## config.mk

```make
export PLATFORM = sky130hd
export DESIGN_NAME = word_multiset_window_match_top
export DESIGN_NICKNAME = d
export VERILOG_FILES = /design/src/rtl/wmw_pkg.sv /design/src/rtl/wmw_front.sv /design/src/rtl/wmw_back.sv /design/src/rtl/word_multiset_window_match_top.sv
export SDC_FILE = /design/constraint.sdc
export NUM_CORES = 2
export LEC_CHECK = 0
export BUFFER_PORTS_ARGS = -buffer_cell sky130_fd_sc_hd__clkbuf_2
export CAP_MARGIN = 20
export CORE_AREA = 4 4 491 493
export CTS_CLUSTER_SIZE = 10
export DETAILED_ROUTE_END_ITERATION = 7
export DIE_AREA = 0 0 495 497
export PLACE_DENSITY = 0.68
export SETUP_SLACK_MARGIN = 0.2
export SYNTH_ARGS = -nofsm -noshare
export SYNTH_HDL_FRONTEND = slang
export SYNTH_SLANG_ARGS = --single-unit
```

## constraint.sdc

```tcl
create_clock -name i_clk -period 9.61 [get_ports i_clk]
set_clock_uncertainty 0.2 [all_clocks]
set_input_delay 0.961 -clock i_clk [delete_from_list [all_inputs] [get_ports i_clk]]
set_output_delay 0.961 -clock i_clk [all_outputs]
set_load 0.02 [all_outputs]
```

## src/rtl/wmw_pkg.sv

```systemverilog
// ----------------------------------------------------------------------------
// wmw_pkg
// Shared types, constants and helpers for the word multiset window matcher.
// ----------------------------------------------------------------------------
package wmw_pkg;

    localparam int MAX_WORD_LEN = 8;
    localparam int MAX_WORDS    = 16;
    localparam int ENT_W        = $clog2(MAX_WORDS);
    localparam int PH_W         = $clog2(MAX_WORD_LEN);
    localparam int CNT_W        = $clog2(MAX_WORDS + 1);
    localparam int ADDR_W       = PH_W + ENT_W;
    localparam int DEPTH        = MAX_WORD_LEN * MAX_WORDS;

    localparam logic [1:0] REQ_CLEAR   = 2'd0;
    localparam logic [1:0] REQ_ADD     = 2'd1;
    localparam logic [1:0] REQ_TEXT    = 2'd2;
    localparam logic [1:0] REQ_RESTART = 2'd3;

    localparam logic [1:0] STS_OK    = 2'd0;
    localparam logic [1:0] STS_MATCH = 2'd1;
    localparam logic [1:0] STS_FULL  = 2'd2;

    typedef struct packed {
        logic [1:0]  req_type;
        logic [63:0] dict_entry;
        logic [7:0]  text_byte;
    } t_in_beat;

    typedef struct packed {
        logic [1:0]  status;
        logic [31:0] match_start;
    } t_out_beat;

    typedef enum logic [3:0] {
        K_CLEAR   = 4'b0001,
        K_ADD     = 4'b0010,
        K_TEXT    = 4'b0100,
        K_RESTART = 4'b1000
    } t_kind;

    typedef struct packed {
        t_kind       kind;
        logic [63:0] dict_entry;
        logic [7:0]  text_byte;
    } t_job;

    function automatic logic [3:0] eff_len(input logic [3:0] len);
        logic [3:0] r;
        r = len;
        if (len == 4'd0) begin
            r = 4'd1;
        end else if (len > 4'(MAX_WORD_LEN)) begin
            r = 4'(MAX_WORD_LEN);
        end
        return r;
    endfunction

    function automatic logic [63:0] word_mask(input logic [3:0] len);
        logic [63:0] m;
        m = '0;
        for (int i = 0; i < 8; i++) begin
            if (4'(i) < len) begin
                m[i*8 +: 8] = 8'hFF;
            end
        end
        return m;
    endfunction

endpackage

```

## src/rtl/wmw_front.sv

```systemverilog
// ----------------------------------------------------------------------------
// wmw_front
// Accepts input beats, decodes the request type and queues them in a
// two-entry queue for the back end.
// ----------------------------------------------------------------------------
module wmw_front import wmw_pkg::*; (
    input  logic     i_clk,
    input  logic     i_rst_n,
    input  logic     i_in_valid,
    output logic     o_in_ready,
    input  t_in_beat i_in_data,
    output logic     o_job_valid,
    input  logic     i_job_pop,
    output t_job     o_job
);

    t_job       r_q [2];
    logic       r_wp;
    logic       r_rp;
    logic [1:0] r_cnt;
    t_job       w_job;
    logic       w_push;
    logic       w_pop;

    always_comb begin
        w_job.dict_entry = i_in_data.dict_entry;
        w_job.text_byte  = i_in_data.text_byte;
        case (i_in_data.req_type)
            REQ_CLEAR: w_job.kind = K_CLEAR;
            REQ_ADD:   w_job.kind = K_ADD;
            REQ_TEXT:  w_job.kind = K_TEXT;
            default:   w_job.kind = K_RESTART;
        endcase
    end

    assign o_in_ready  = (r_cnt != 2'd2);
    assign o_job_valid = (r_cnt != 2'd0);
    assign o_job       = r_q[r_rp];
    assign w_push      = i_in_valid && o_in_ready;
    assign w_pop       = i_job_pop && o_job_valid;

    always_ff @(posedge i_clk) begin
        if (w_push) begin
            r_q[r_wp] <= w_job;
        end
    end

    always_ff @(posedge i_clk) begin
        if (!i_rst_n) begin
            r_wp  <= 1'b0;
            r_rp  <= 1'b0;
            r_cnt <= 2'd0;
        end else begin
            if (w_push) begin
                r_wp <= ~r_wp;
            end
            if (w_pop) begin
                r_rp <= ~r_rp;
            end
            r_cnt <= r_cnt + 2'(w_push) - 2'(w_pop);
        end
    end

endmodule

```

## src/rtl/wmw_back.sv

```systemverilog
// ----------------------------------------------------------------------------
// wmw_back
// Executes queued jobs: dictionary updates and the per-phase sliding window
// over text words, with one result beat per job.
// ----------------------------------------------------------------------------
module wmw_back import wmw_pkg::*; (
    input  logic       i_clk,
    input  logic       i_rst_n,
    input  logic       i_cfg_we,
    input  logic [3:0] i_cfg_wdata,
    input  logic       i_job_valid,
    output logic       o_job_pop,
    input  t_job       i_job,
    output logic       o_out_valid,
    input  logic       i_out_ready,
    output t_out_beat  o_out_data
);

    typedef enum logic [9:0] {
        ST_IDLE = 10'b0000000001,
        ST_ADD  = 10'b0000000010,
        ST_FIND = 10'b0000000100,
        ST_SEEN = 10'b0000001000,
        ST_LOOP = 10'b0000010000,
        ST_POP1 = 10'b0000100000,
        ST_POP2 = 10'b0001000000,
        ST_PUSH = 10'b0010000000,
        ST_EMIT = 10'b0100000000,
        ST_SPARE = 10'b1000000000
    } t_state;

    t_state            r_state;
    t_state            n_state;
    logic [3:0]        r_len;
    logic [63:0]       r_words [MAX_WORDS];
    logic [CNT_W-1:0]  r_needed [MAX_WORDS];
    logic [CNT_W-1:0]  r_used;
    logic [CNT_W-1:0]  r_total;
    logic [63:0]       r_recent;
    logic [31:0]       r_pos;
    logic [PH_W-1:0]   r_phase;
    logic [3:0]        r_fill;
    logic [CNT_W-1:0]  r_wsize [MAX_WORD_LEN];
    logic [ENT_W-1:0]  r_whead [MAX_WORD_LEN];
    logic [DEPTH-1:0]  r_seen_vld;
    logic [CNT_W-1:0]  r_seen_mem [DEPTH];
    logic [ENT_W-1:0]  r_ring_mem [DEPTH];
    logic [CNT_W-1:0]  r_seen_q;
    logic              r_seen_vq;
    logic [ENT_W-1:0]  r_ring_q;
    logic [MAX_WORDS-1:0] r_hit;
    logic [63:0]       r_w;
    logic [PH_W-1:0]   r_ph;
    logic [ENT_W-1:0]  r_found;
    logic [ENT_W-1:0]  r_f;
    logic [CNT_W-1:0]  r_sf;
    logic [31:0]       r_wstart;
    t_out_beat         r_res;
    logic              r_out_valid;
    t_out_beat         r_out;

    logic [3:0]        w_l;
    logic [63:0]       w_mask;
    logic [63:0]       w_recent;
    logic [PH_W-1:0]   w_phase;
    logic [3:0]        w_fill;
    logic [63:0]       w_key;
    logic [MAX_WORDS-1:0] w_hit;
    logic [ENT_W-1:0]  w_enc;
    logic              w_any;
    logic [ADDR_W-1:0] w_seen_ra;
    logic [ADDR_W-1:0] w_ring_ra;
    logic              w_seen_we;
    logic [ADDR_W-1:0] w_seen_wa;
    logic [CNT_W-1:0]  w_seen_wd;
    logic              w_ring_we;
    logic [ADDR_W-1:0] w_ring_wa;
    logic [CNT_W-1:0]  w_sv;
    logic              w_out_free;
    logic              w_need_pop;
    logic [8:0]        w_span;

    assign w_l        = eff_len(r_len);
    assign w_mask     = word_mask(w_l);
    assign w_recent   = {r_recent[55:0], i_job.text_byte};
    assign w_phase    = ({1'b0, r_phase} + 4'd1 >= w_l) ? '0 : r_phase + 1'b1;
    assign w_fill     = (r_fill < w_l) ? r_fill + 4'd1 : r_fill;
    assign w_key      = ((i_job.kind == K_TEXT) ? w_recent : i_job.dict_entry) & w_mask;
    assign w_out_free = !r_out_valid || i_out_ready;
    assign o_job_pop  = (r_state == ST_IDLE) && i_job_valid;
    assign w_sv       = r_seen_vq ? r_seen_q : '0;
    assign w_need_pop = (({1'b0, r_sf} + 6'd1) > {1'b0, r_needed[r_found]})
                        && (r_wsize[r_ph] != '0);
    assign w_span     = 9'(r_wsize[r_ph]) * 9'(w_l);

    always_comb begin
        for (int e = 0; e < MAX_WORDS; e++) begin
            w_hit[e] = (CNT_W'(e) < r_used) && (r_words[e] == w_key)
                       && ((i_job.kind != K_TEXT) || (r_needed[e] != '0));
        end
    end

    always_comb begin
        w_enc = '0;
        w_any = 1'b0;
        for (int e = MAX_WORDS - 1; e >= 0; e--) begin
            if (r_hit[e]) begin
                w_enc = ENT_W'(e);
                w_any = 1'b1;
            end
        end
    end

    always_comb begin
        w_seen_ra = {r_ph, w_enc};
        w_ring_ra = {r_ph, r_whead[r_ph]};
        if (r_state == ST_POP1) begin
            w_seen_ra = {r_ph, r_ring_q};
        end
        w_seen_we = 1'b0;
        w_seen_wa = {r_ph, r_found};
        w_seen_wd = r_sf + 1'b1;
        w_ring_we = 1'b0;
        w_ring_wa = {r_ph, r_whead[r_ph] + r_wsize[r_ph][ENT_W-1:0]};
        if (r_state == ST_POP2) begin
            w_seen_we = (w_sv != '0);
            w_seen_wa = {r_ph, r_f};
            w_seen_wd = w_sv - 1'b1;
        end else if (r_state == ST_PUSH && r_wsize[r_ph] < CNT_W'(MAX_WORDS)) begin
            w_seen_we = 1'b1;
            w_ring_we = 1'b1;
        end
    end

    always_ff @(posedge i_clk) begin
        r_seen_q  <= r_seen_mem[w_seen_ra];
        r_seen_vq <= r_seen_vld[w_seen_ra];
        r_ring_q  <= r_ring_mem[w_ring_ra];
        if (w_seen_we) begin
            r_seen_mem[w_seen_wa] <= w_seen_wd;
        end
        if (w_ring_we) begin
            r_ring_mem[w_ring_wa] <= r_found;
        end
    end

    always_comb begin
        n_state = r_state;
        case (r_state)
            ST_IDLE: begin
                if (i_job_valid) begin
                    case (i_job.kind)
                        K_ADD:   n_state = ST_ADD;
                        K_TEXT:  n_state = (w_fill < w_l) ? ST_EMIT : ST_FIND;
                        default: n_state = ST_EMIT;
                    endcase
                end
            end
            ST_ADD:  n_state = ST_EMIT;
            ST_FIND: n_state = w_any ? ST_SEEN : ST_EMIT;
            ST_SEEN: n_state = ST_LOOP;
            ST_LOOP: n_state = w_need_pop ? ST_POP1 : ST_PUSH;
            ST_POP1: n_state = ST_POP2;
            ST_POP2: n_state = ST_LOOP;
            ST_PUSH: n_state = ST_EMIT;
            ST_EMIT: n_state = w_out_free ? ST_IDLE : ST_EMIT;
            default: n_state = ST_IDLE;
        endcase
    end

    always_ff @(posedge i_clk) begin
        if (!i_rst_n) begin
            r_state     <= ST_IDLE;
            r_len       <= 4'd1;
            r_used      <= '0;
            r_total     <= '0;
            r_recent    <= '0;
            r_pos       <= '0;
            r_phase     <= '0;
            r_fill      <= '0;
            r_ph        <= '0;
            r_seen_vld  <= '0;
            r_out_valid <= 1'b0;
            for (int e = 0; e < MAX_WORDS; e++) begin
                r_needed[e] <= '0;
            end
            for (int p = 0; p < MAX_WORD_LEN; p++) begin
                r_wsize[p] <= '0;
                r_whead[p] <= '0;
            end
        end else begin
            r_state <= n_state;
            if (r_out_valid && i_out_ready && r_state != ST_EMIT) begin
                r_out_valid <= 1'b0;
            end
            case (r_state)
                ST_IDLE: begin
                    r_hit <= w_hit;
                    r_w   <= w_key;
                    r_res <= '{status: STS_OK, match_start: '0};
                    if (i_job_valid) begin
                        if (i_job.kind == K_TEXT) begin
                            r_recent <= w_recent;
                            r_pos    <= r_pos + 32'd1;
                            r_phase  <= w_phase;
                            r_fill   <= w_fill;
                            r_ph     <= w_phase;
                            r_wstart <= r_pos - 32'(w_l - 4'd1);
                        end else if (i_job.kind == K_CLEAR || i_job.kind == K_RESTART) begin
                            r_recent   <= '0;
                            r_pos      <= '0;
                            r_phase    <= '0;
                            r_fill     <= '0;
                            r_seen_vld <= '0;
                            for (int p = 0; p < MAX_WORD_LEN; p++) begin
                                r_wsize[p] <= '0;
                                r_whead[p] <= '0;
                            end
                            if (i_job.kind == K_CLEAR) begin
                                r_used  <= '0;
                                r_total <= '0;
                                for (int e = 0; e < MAX_WORDS; e++) begin
                                    r_needed[e] <= '0;
                                end
                            end
                        end
                    end
                end
                ST_ADD: begin
                    if (r_total >= CNT_W'(MAX_WORDS)) begin
                        r_res.status <= STS_FULL;
                    end else if (w_any) begin
                        r_needed[w_enc] <= r_needed[w_enc] + 1'b1;
                        r_total         <= r_total + 1'b1;
                    end else if (r_used >= CNT_W'(MAX_WORDS)) begin
                        r_res.status <= STS_FULL;
                    end else begin
                        r_words[r_used[ENT_W-1:0]]  <= r_w;
                        r_needed[r_used[ENT_W-1:0]] <= CNT_W'(1);
                        r_used  <= r_used + 1'b1;
                        r_total <= r_total + 1'b1;
                    end
                end
                ST_FIND: begin
                    r_found <= w_enc;
                    if (!w_any) begin
                        r_wsize[r_ph] <= '0;
                        r_whead[r_ph] <= '0;
                        for (int e = 0; e < MAX_WORDS; e++) begin
                            r_seen_vld[{r_ph, ENT_W'(e)}] <= 1'b0;
                        end
                    end
                end
                ST_SEEN: begin
                    r_sf <= w_sv;
                end
                ST_POP1: begin
                    r_f <= r_ring_q;
                end
                ST_POP2: begin
                    if (w_sv != '0) begin
                        r_seen_vld[{r_ph, r_f}] <= 1'b1;
                        if (r_f == r_found) begin
                            r_sf <= w_sv - 1'b1;
                        end
                    end
                    r_whead[r_ph] <= r_whead[r_ph] + 1'b1;
                    r_wsize[r_ph] <= r_wsize[r_ph] - 1'b1;
                end
                ST_PUSH: begin
                    if (r_wsize[r_ph] < CNT_W'(MAX_WORDS)) begin
                        r_seen_vld[{r_ph, r_found}] <= 1'b1;
                        r_wsize[r_ph] <= r_wsize[r_ph] + 1'b1;
                        if (r_total != '0 && r_wsize[r_ph] + 1'b1 == r_total) begin
                            r_res.status      <= STS_MATCH;
                            r_res.match_start <= r_wstart - 32'(w_span);
                        end
                    end
                end
                ST_EMIT: begin
                    if (w_out_free) begin
                        r_out_valid <= 1'b1;
                        r_out       <= r_res;
                    end
                end
                default: begin
                end
            endcase
            if (i_cfg_we) begin
                r_len      <= i_cfg_wdata;
                r_recent   <= '0;
                r_pos      <= '0;
                r_phase    <= '0;
                r_fill     <= '0;
                r_seen_vld <= '0;
                for (int p = 0; p < MAX_WORD_LEN; p++) begin
                    r_wsize[p] <= '0;
                    r_whead[p] <= '0;
                end
            end
        end
    end

    assign o_out_valid = r_out_valid;
    assign o_out_data  = r_out;

    a_total_bound: assert property (@(posedge i_clk) disable iff (!i_rst_n)
        r_total <= CNT_W'(MAX_WORDS))
        else $error("Dictionary multiplicity total exceeds its capacity.");

    a_used_le_total: assert property (@(posedge i_clk) disable iff (!i_rst_n)
        r_used <= r_total)
        else $error("More distinct entries than words in the dictionary.");

    a_window_bound: assert property (@(posedge i_clk) disable iff (!i_rst_n)
        r_wsize[r_ph] <= CNT_W'(MAX_WORDS))
        else $error("Window of the current phase is larger than the ring.");

    a_pop_only_idle: assert property (@(posedge i_clk) disable iff (!i_rst_n)
        o_job_pop |=> (r_state != ST_IDLE))
        else $error("A job was taken but the back end stayed idle.");

endmodule

```

## src/rtl/word_multiset_window_match_top.sv

```systemverilog
// ----------------------------------------------------------------------------
// word_multiset_window_match_top
// Dictionary of equal-length words with multiplicities, matched against a
// byte stream by one sliding word window per phase.
// ----------------------------------------------------------------------------
// Every input beat gives exactly one result beat. A clear, restart or
// partial-word text beat goes from idle straight to the emit state, a
// dictionary add through the add state, a word missing from the dictionary
// through the find state, and a found word through the find, seen and loop
// states, two pop states per word dropped from the left of its window, and
// the push state; each drop reads the window ring and then the count memory.
// A two-entry queue sits in front of the engine, a registered result stage
// behind it, and a result that is not taken holds the engine. Writing the
// word length restarts the text and must only happen while the block is idle.
module word_multiset_window_match_top import wmw_pkg::*; (
    input  logic       i_clk,
    input  logic       i_rst_n,
    input  logic       i_in_valid,
    output logic       o_in_ready,
    input  t_in_beat   i_in_data,
    output logic       o_out_valid,
    input  logic       i_out_ready,
    output t_out_beat  o_out_data,
    input  logic       i_cfg_we,
    input  logic [3:0] i_cfg_wdata
);

    logic job_valid;
    logic job_pop;
    t_job job;

    wmw_front u_front (
        .i_clk       (i_clk),
        .i_rst_n     (i_rst_n),
        .i_in_valid  (i_in_valid),
        .o_in_ready  (o_in_ready),
        .i_in_data   (i_in_data),
        .o_job_valid (job_valid),
        .i_job_pop   (job_pop),
        .o_job       (job)
    );

    wmw_back u_back (
        .i_clk       (i_clk),
        .i_rst_n     (i_rst_n),
        .i_cfg_we    (i_cfg_we),
        .i_cfg_wdata (i_cfg_wdata),
        .i_job_valid (job_valid),
        .o_job_pop   (job_pop),
        .i_job       (job),
        .o_out_valid (o_out_valid),
        .i_out_ready (i_out_ready),
        .o_out_data  (o_out_data)
    );

endmodule
```

### After elaboration in Yosys (flattened, before gate mapping)

Memory sizes are Yosys's and may differ from the RTL's. A register that Yosys moved wholly into a read port is not among the register bits.
Cells that the tools add are included.

* bitwise logic cells: 209
* eq/ne operators: 91
* reductions and logical operators: 125
* muxes and demuxes: 253
* magnitude comparators: 69
* $add $sub $neg: 19
* multiply operators: 1

Operator list (number)
* $and A128 B128 Y128: 16
* $eq A64 B64 Y1: 16
* $mux W128: 6
* $pmux W128 S4: 1
* $or A128 B128 Y128: 2
* $mux W5: 51
* $mux W4: 44
* $lt A7 B8 Y1 const B: 19
* $not A113 Y128: 1
* $not A114 Y128: 1
* $not A115 Y128: 1
* $not A116 Y128: 1
* $not A117 Y128: 1
* $not A118 Y128: 1
* $not A119 Y128: 1
* $not A120 Y128: 1
* $not A121 Y128: 1
* $not A122 Y128: 1
* $not A123 Y128: 1
* $not A124 Y128: 1
* $not A125 Y128: 1
* $not A126 Y128: 1
* $not A127 Y128: 1
* $not A128 Y128: 1
* other kinds (94): 596

* word-level logic and storage cells: 799
* memories kept: 7
* bits in writable memories: 2480
* register bits after elaboration: 449
* input port bits: 83

Memory list
* u_back.r_words: depth 16, bits a word 64, rd ports 16, clocked after memory_dff 0, wr ports 1, line wmw_back.sv:35 `logic [63:0] r_words [MAX_WORDS];`
* u_back.r_seen_mem: depth 128, bits a word 5, rd ports 1, clocked after memory_dff 1, wr ports 1, line wmw_back.sv:46 `logic [CNT_W-1:0] r_seen_mem [DEPTH];`
* u_back.r_ring_mem: depth 128, bits a word 4, rd ports 1, clocked after memory_dff 1, wr ports 1, line wmw_back.sv:47 `logic [ENT_W-1:0] r_ring_mem [DEPTH];`
* u_front.r_q: depth 2, bits a word 76, rd ports 1, clocked after memory_dff 1, wr ports 1, line wmw_front.sv:17 `t_job r_q [2];`
* u_back.r_needed: depth 16, bits a word 5, rd ports 18, clocked after memory_dff 1, wr ports 16, line wmw_back.sv:36 `logic [CNT_W-1:0] r_needed [MAX_WORDS];`
* u_back.r_wsize: depth 8, bits a word 5, rd ports 1, clocked after memory_dff 1, wr ports 8, line wmw_back.sv:43 `logic [CNT_W-1:0] r_wsize [MAX_WORD_LEN];`
* +1 memories

### Depth between registers and ports, before layout

* depth in word-level cells: 32
* gate-level depth with buffers: 23
* gate-level depth less buffers: 20

### Cells and area by module

Synthesis repeated with hierarchy kept, for this count alone.

* cells, all modules: 9489
* area, all modules: 125340.2 µm²

Modules (own cells, without submodules)
* wmw_back: cells each 9220, area an instance 119409.5 µm², instances 1
* wmw_front: cells each 269, area an instance 5930.7 µm², instances 1

### Least setup slack after synthesis

No wires, ideal clock.

* path type: reg-to-reg
* from: register u_back.r_state[7]
* to: memory u_back.r_seen_mem[0][1] (netlist name), data pin
* path slack: 1.640 ns
* buffers on the path: 3
* data required time: 8.212 ns
* cell stages (with the launch flop): 9
* setup time: 1.198 ns
* arrival: 6.572 ns
* cell sequence: dfxtp_1 buf_2 nor4_4 nand2b_1 nor3_1 nand3b_1 clkbuf_1 clkbuf_1 o21ai_0

* longest elaborated chain between the ends: 2

Ends and longest elaborated chain
* start: declaration: line wmw_back.sv:32 `t_state r_state;`
* start signal: assignment: line wmw_back.sv:192 `r_state <= n_state;`
* $eq A10 B7 Y1: line wmw_back.sv:125 `if (r_state == ST_POP2) begin`
* $mux W5: line wmw_back.sv:125
* net u_back.w_seen_wd[1]: line wmw_back.sv:75 `logic [CNT_W-1:0] w_seen_wd;`
* end: declaration: line wmw_back.sv:46

The timed path passes the listed nets, and every way through them passes these cells.

==> flow_metrics.tcl <==
set metrics [dict create \
    gp_congestion 0.947 \
    row_count 179 \
    path_buf_inv 4 \
    yosysWarnings 0 \
    outcome "complete, no violations" \
    async_flop_share_pct 0 \
    ys_top_cells_by_area "edfxtp_1, nand2_1, dfxtp_1" \
    met2_usage_pct 48.3 \
    finalNonFillerCells 13300 \
    hpwl_um 240000 \
    final_common_cell "edfxtp_1" \
    whs_ns 0.0470 \
    clk_latency_ns 0.95 \
    dominantRegCellSynth "edfxtp_1" \
    finalMaxSlewViolations 0 \
    synth-xor-area-share_pct 6.85 \
    max_stage_delay_ns 0.96 \
    r2r_cells 20 \
    cp_top_family "compound AO/OA/AOI/OAI gates" \
    synth_seq_cells 2945 \
    syn_to_final_growth_pct 12.4 \
    setup_viol 0 \
    grt-ovfl-total 0 \
    fin_crit_sh_pct 71.5 \
    ctsHoldBuffers 63 \
    cts_made_buffers 349 \
    drive_above_1_share_pct 9.89 \
    initialDrtViolationCount 12100 \
    drt-pass1-iter-count 6 \
    die-area_mm2 0.246 \
    cts_tree "built" \
    ant_nets 0 \
    p_per_area_mw_per_mm2 232 \
    hold_viol 0 \
    portBuffers 118 \
    drc 0 \
    routedWlPerCell_um 29.4 \
    vias 83800 \
    die_w_um 495 \
    synth_edf_count 2673 \
    cts.clk_slew.worst_paths_ns 0.05 \
    syn_avg_cell_area_um2 13.0 \
    first_global_vias 80000 \
    yosys.area.top_type_share_pct 64.3 \
    cts_resized 0 \
    hp-start "i_in_data[69]" \
    routed_wl_um 390000 \
    timing.final.crit_period_ns 6.87 \
    min_path_cells 1 \
    cp-end-kind "flop" \
    vdd_drop_max_uv 217 \
    core_mm2 0.237 \
    cp_cell_sequence "mux4_2, mux2i_1, inv_1, nand2_1, fa_1, inv_1, ha_1, inv_1, fa_1, ha_1, a21boi_0, o21a_1, o21ai_0, a2111oi_0, o21ai_0, buf_4, o21ai_1, nor4_1, xnor2_1, nor2_1" \
    placed_cells 12700 \
    yosysTopAreaCell "edfxtp_1" \
    cp_slowest_cell "dfxtp_1" \
    final_cell_mix "edfxtp_1, nand2_1, nor2_1" \
    antenna_found_initial 12 \
    cts.repair_timing.setup_buffer_count 0 \
    grt.busiest_layer "met2" \
    synth-simple-area-share_pct 12.7 \
    rsz0062_at_grt "no" \
    crit_fanout 18 \
    cts_max_level 5 \
    root_buffer "clkbuf_16" \
    timing.critical_path.mode_cell "inv_1" \
    netlist_area_mm2 0.125 \
    muxShareOfSynthArea_pct 2.58 \
    hold_class "in -> reg" \
    io_pins 119 \
    finalSetupTns_ns 0 \
    num-nets-final 10100 \
    synth_compound_gate_area_share_pct 5.85 \
    synthAdderAreaFrac_pct 1.14 \
    grt_use_total_pct 31.0 \
    grt_use_met1_pct 40.7 \
    critical_path_class "reg -> reg" \
    die-height_um 497 \
    start_util_pct 52.7 \
    ys_types 98 \
    max-slew-margin-rel_pct 11.1 \
    worstPathArrival_ns 7.34 \
    fill_cells 18600 \
    path_depth 20 \
    crit_required_ns 10.07 \
    regArea_mm2 0.0857 \
    maxCapViolCount 0 \
    p_leak_uw 0.0468 \
    grt_pass1_wl_um 558000 \
    grtUsageMet3_pct 6.35 \
    synth_top_family_by_area "simple AND/OR/NAND/NOR gates" \
    fmax_mhz 146 \
    multiInputGateArea_mm2 0.0371 \
    start_kind "flop" \
    clkSinkCount 2945 \
    avgViaCountPerCell 6.31 \
    seq_area_frac_synth_pct 68.6 \
    final_area_mm2 0.140 \
    total_power_uw 32600 \
    worst_pin_slew_ns 1.33 \
    synth_cells 9613 \
    grt_max_degree 258 \
    cts_buffer_depth 4 \
    placed_area_mm2 0.130 \
]
-- sequential cells by signal (all words and copies together) (netlist names), 56 cells and up, named ones only --
register / flops
u_back.r_seen_mem: 640
u_back.r_words: 1024
u_back.r_w: 64
u_back.r_needed: 80
u_back.r_ring_mem: 512
u_back.r_recent: 56
u_front.r_q: 152
u_back.r_seen_vld: 128
-- cell type report --
class                           count  area share [%]
Sequential cell                  2945            61.1
Multi-Input combinational cell   6042            26.4
Clock buffer                      494            6.73
Tap cell                         3167            2.82
Timing Repair Buffer              447            2.46
Inverter                          135           0.365
Clock inverter                     15           0.114
Antenna cell                       23          0.0410
-- worst reg2reg max path, delay by kind of cell (launching register included) --
| family | cells | cell delay [ns] |
|---|---|---|
| flops | 1 | 0.96 |
| simple gates | 3 | 0.34 |
| buf+inv | 4 | 0.55 |
| compound gates | 6 | 1.81 |
| mux | 2 | 1.25 |
| fa+ha+maj | 4 | 1.34 |
| xor+xnor | 1 | 0.17 |
-- synthesized netlist by cell type (87+ instances only) --
library cell / instances
edfxtp_1: 2673
nor2_1: 794
ha_1: 91
a31oi_1: 108
and3_1: 106
nor4_1: 157
mux2i_1: 128
nand4_1: 209
nand2_1: 1702
xnor2_1: 597
o21ai_0: 187
a21oi_1: 284
nand3_1: 363
dfxtp_1: 272
clkbuf_1: 247
xor2_1: 379
buf_2: 193
inv_1: 115
o22ai_1: 87
-- worst paths after layout --
check | end | slack, ns
max | u_back.r_res[25]$_SDFFCE_PN0P_ | 2.74
max reg2reg | u_back.r_res[25]$_SDFFCE_PN0P_ | 2.74
min reg2reg | u_back.o_out_data[29]$_DFFE_PP_ | 0.22
min | u_front.r_q[0][69]$_DFFE_PP_ | 0.05
-- routing by layer --
layer | wire, um | up-vias | share of wire [%]
met5 | 13 | - | 0.0033
met4 | 26300 | 2 | 6.7
met3 | 43500 | 1266 | 11
met2 | 179000 | 5492 | 46
met1 | 141000 | 41400 | 36
li1 | - | 35600 | -
-- cells by family (layout without fill, tap and decap cells) --
group / count (synthesis) / count (layout)
buffers and inverters: 653 / 1091
DFF: 2945 / 2945
AOI/OAI and AO/OA: 1120 / 1120
adders and majority gates: 105 / 105
other: 1 / 51
and+or+nand+nor: 3590 / 3590
muxes: 223 / 223
xor gates and xnor gates: 976 / 976
-- metrics by stage --
stage	utilization, %	worst slack, ns
after floorplan	-	1.64
after global placement	54.8	2.76
after detailed placement	54.8	2.79
after CTS	59.2	2.76
after global routing	59.2	2.09
final	59.2	2.74
-- report_power, final --
part | internal (uW) | switching, uW | total (uW) | leakage (uW)
Clock | 6770 | 4860 | 11600 | 0.00464
Sequential | 14700 | 469 | 15100 | 0.0267
Combinational | 1570 | 4270 | 5840 | 0.0155
(Power assumes the default switching activity.)
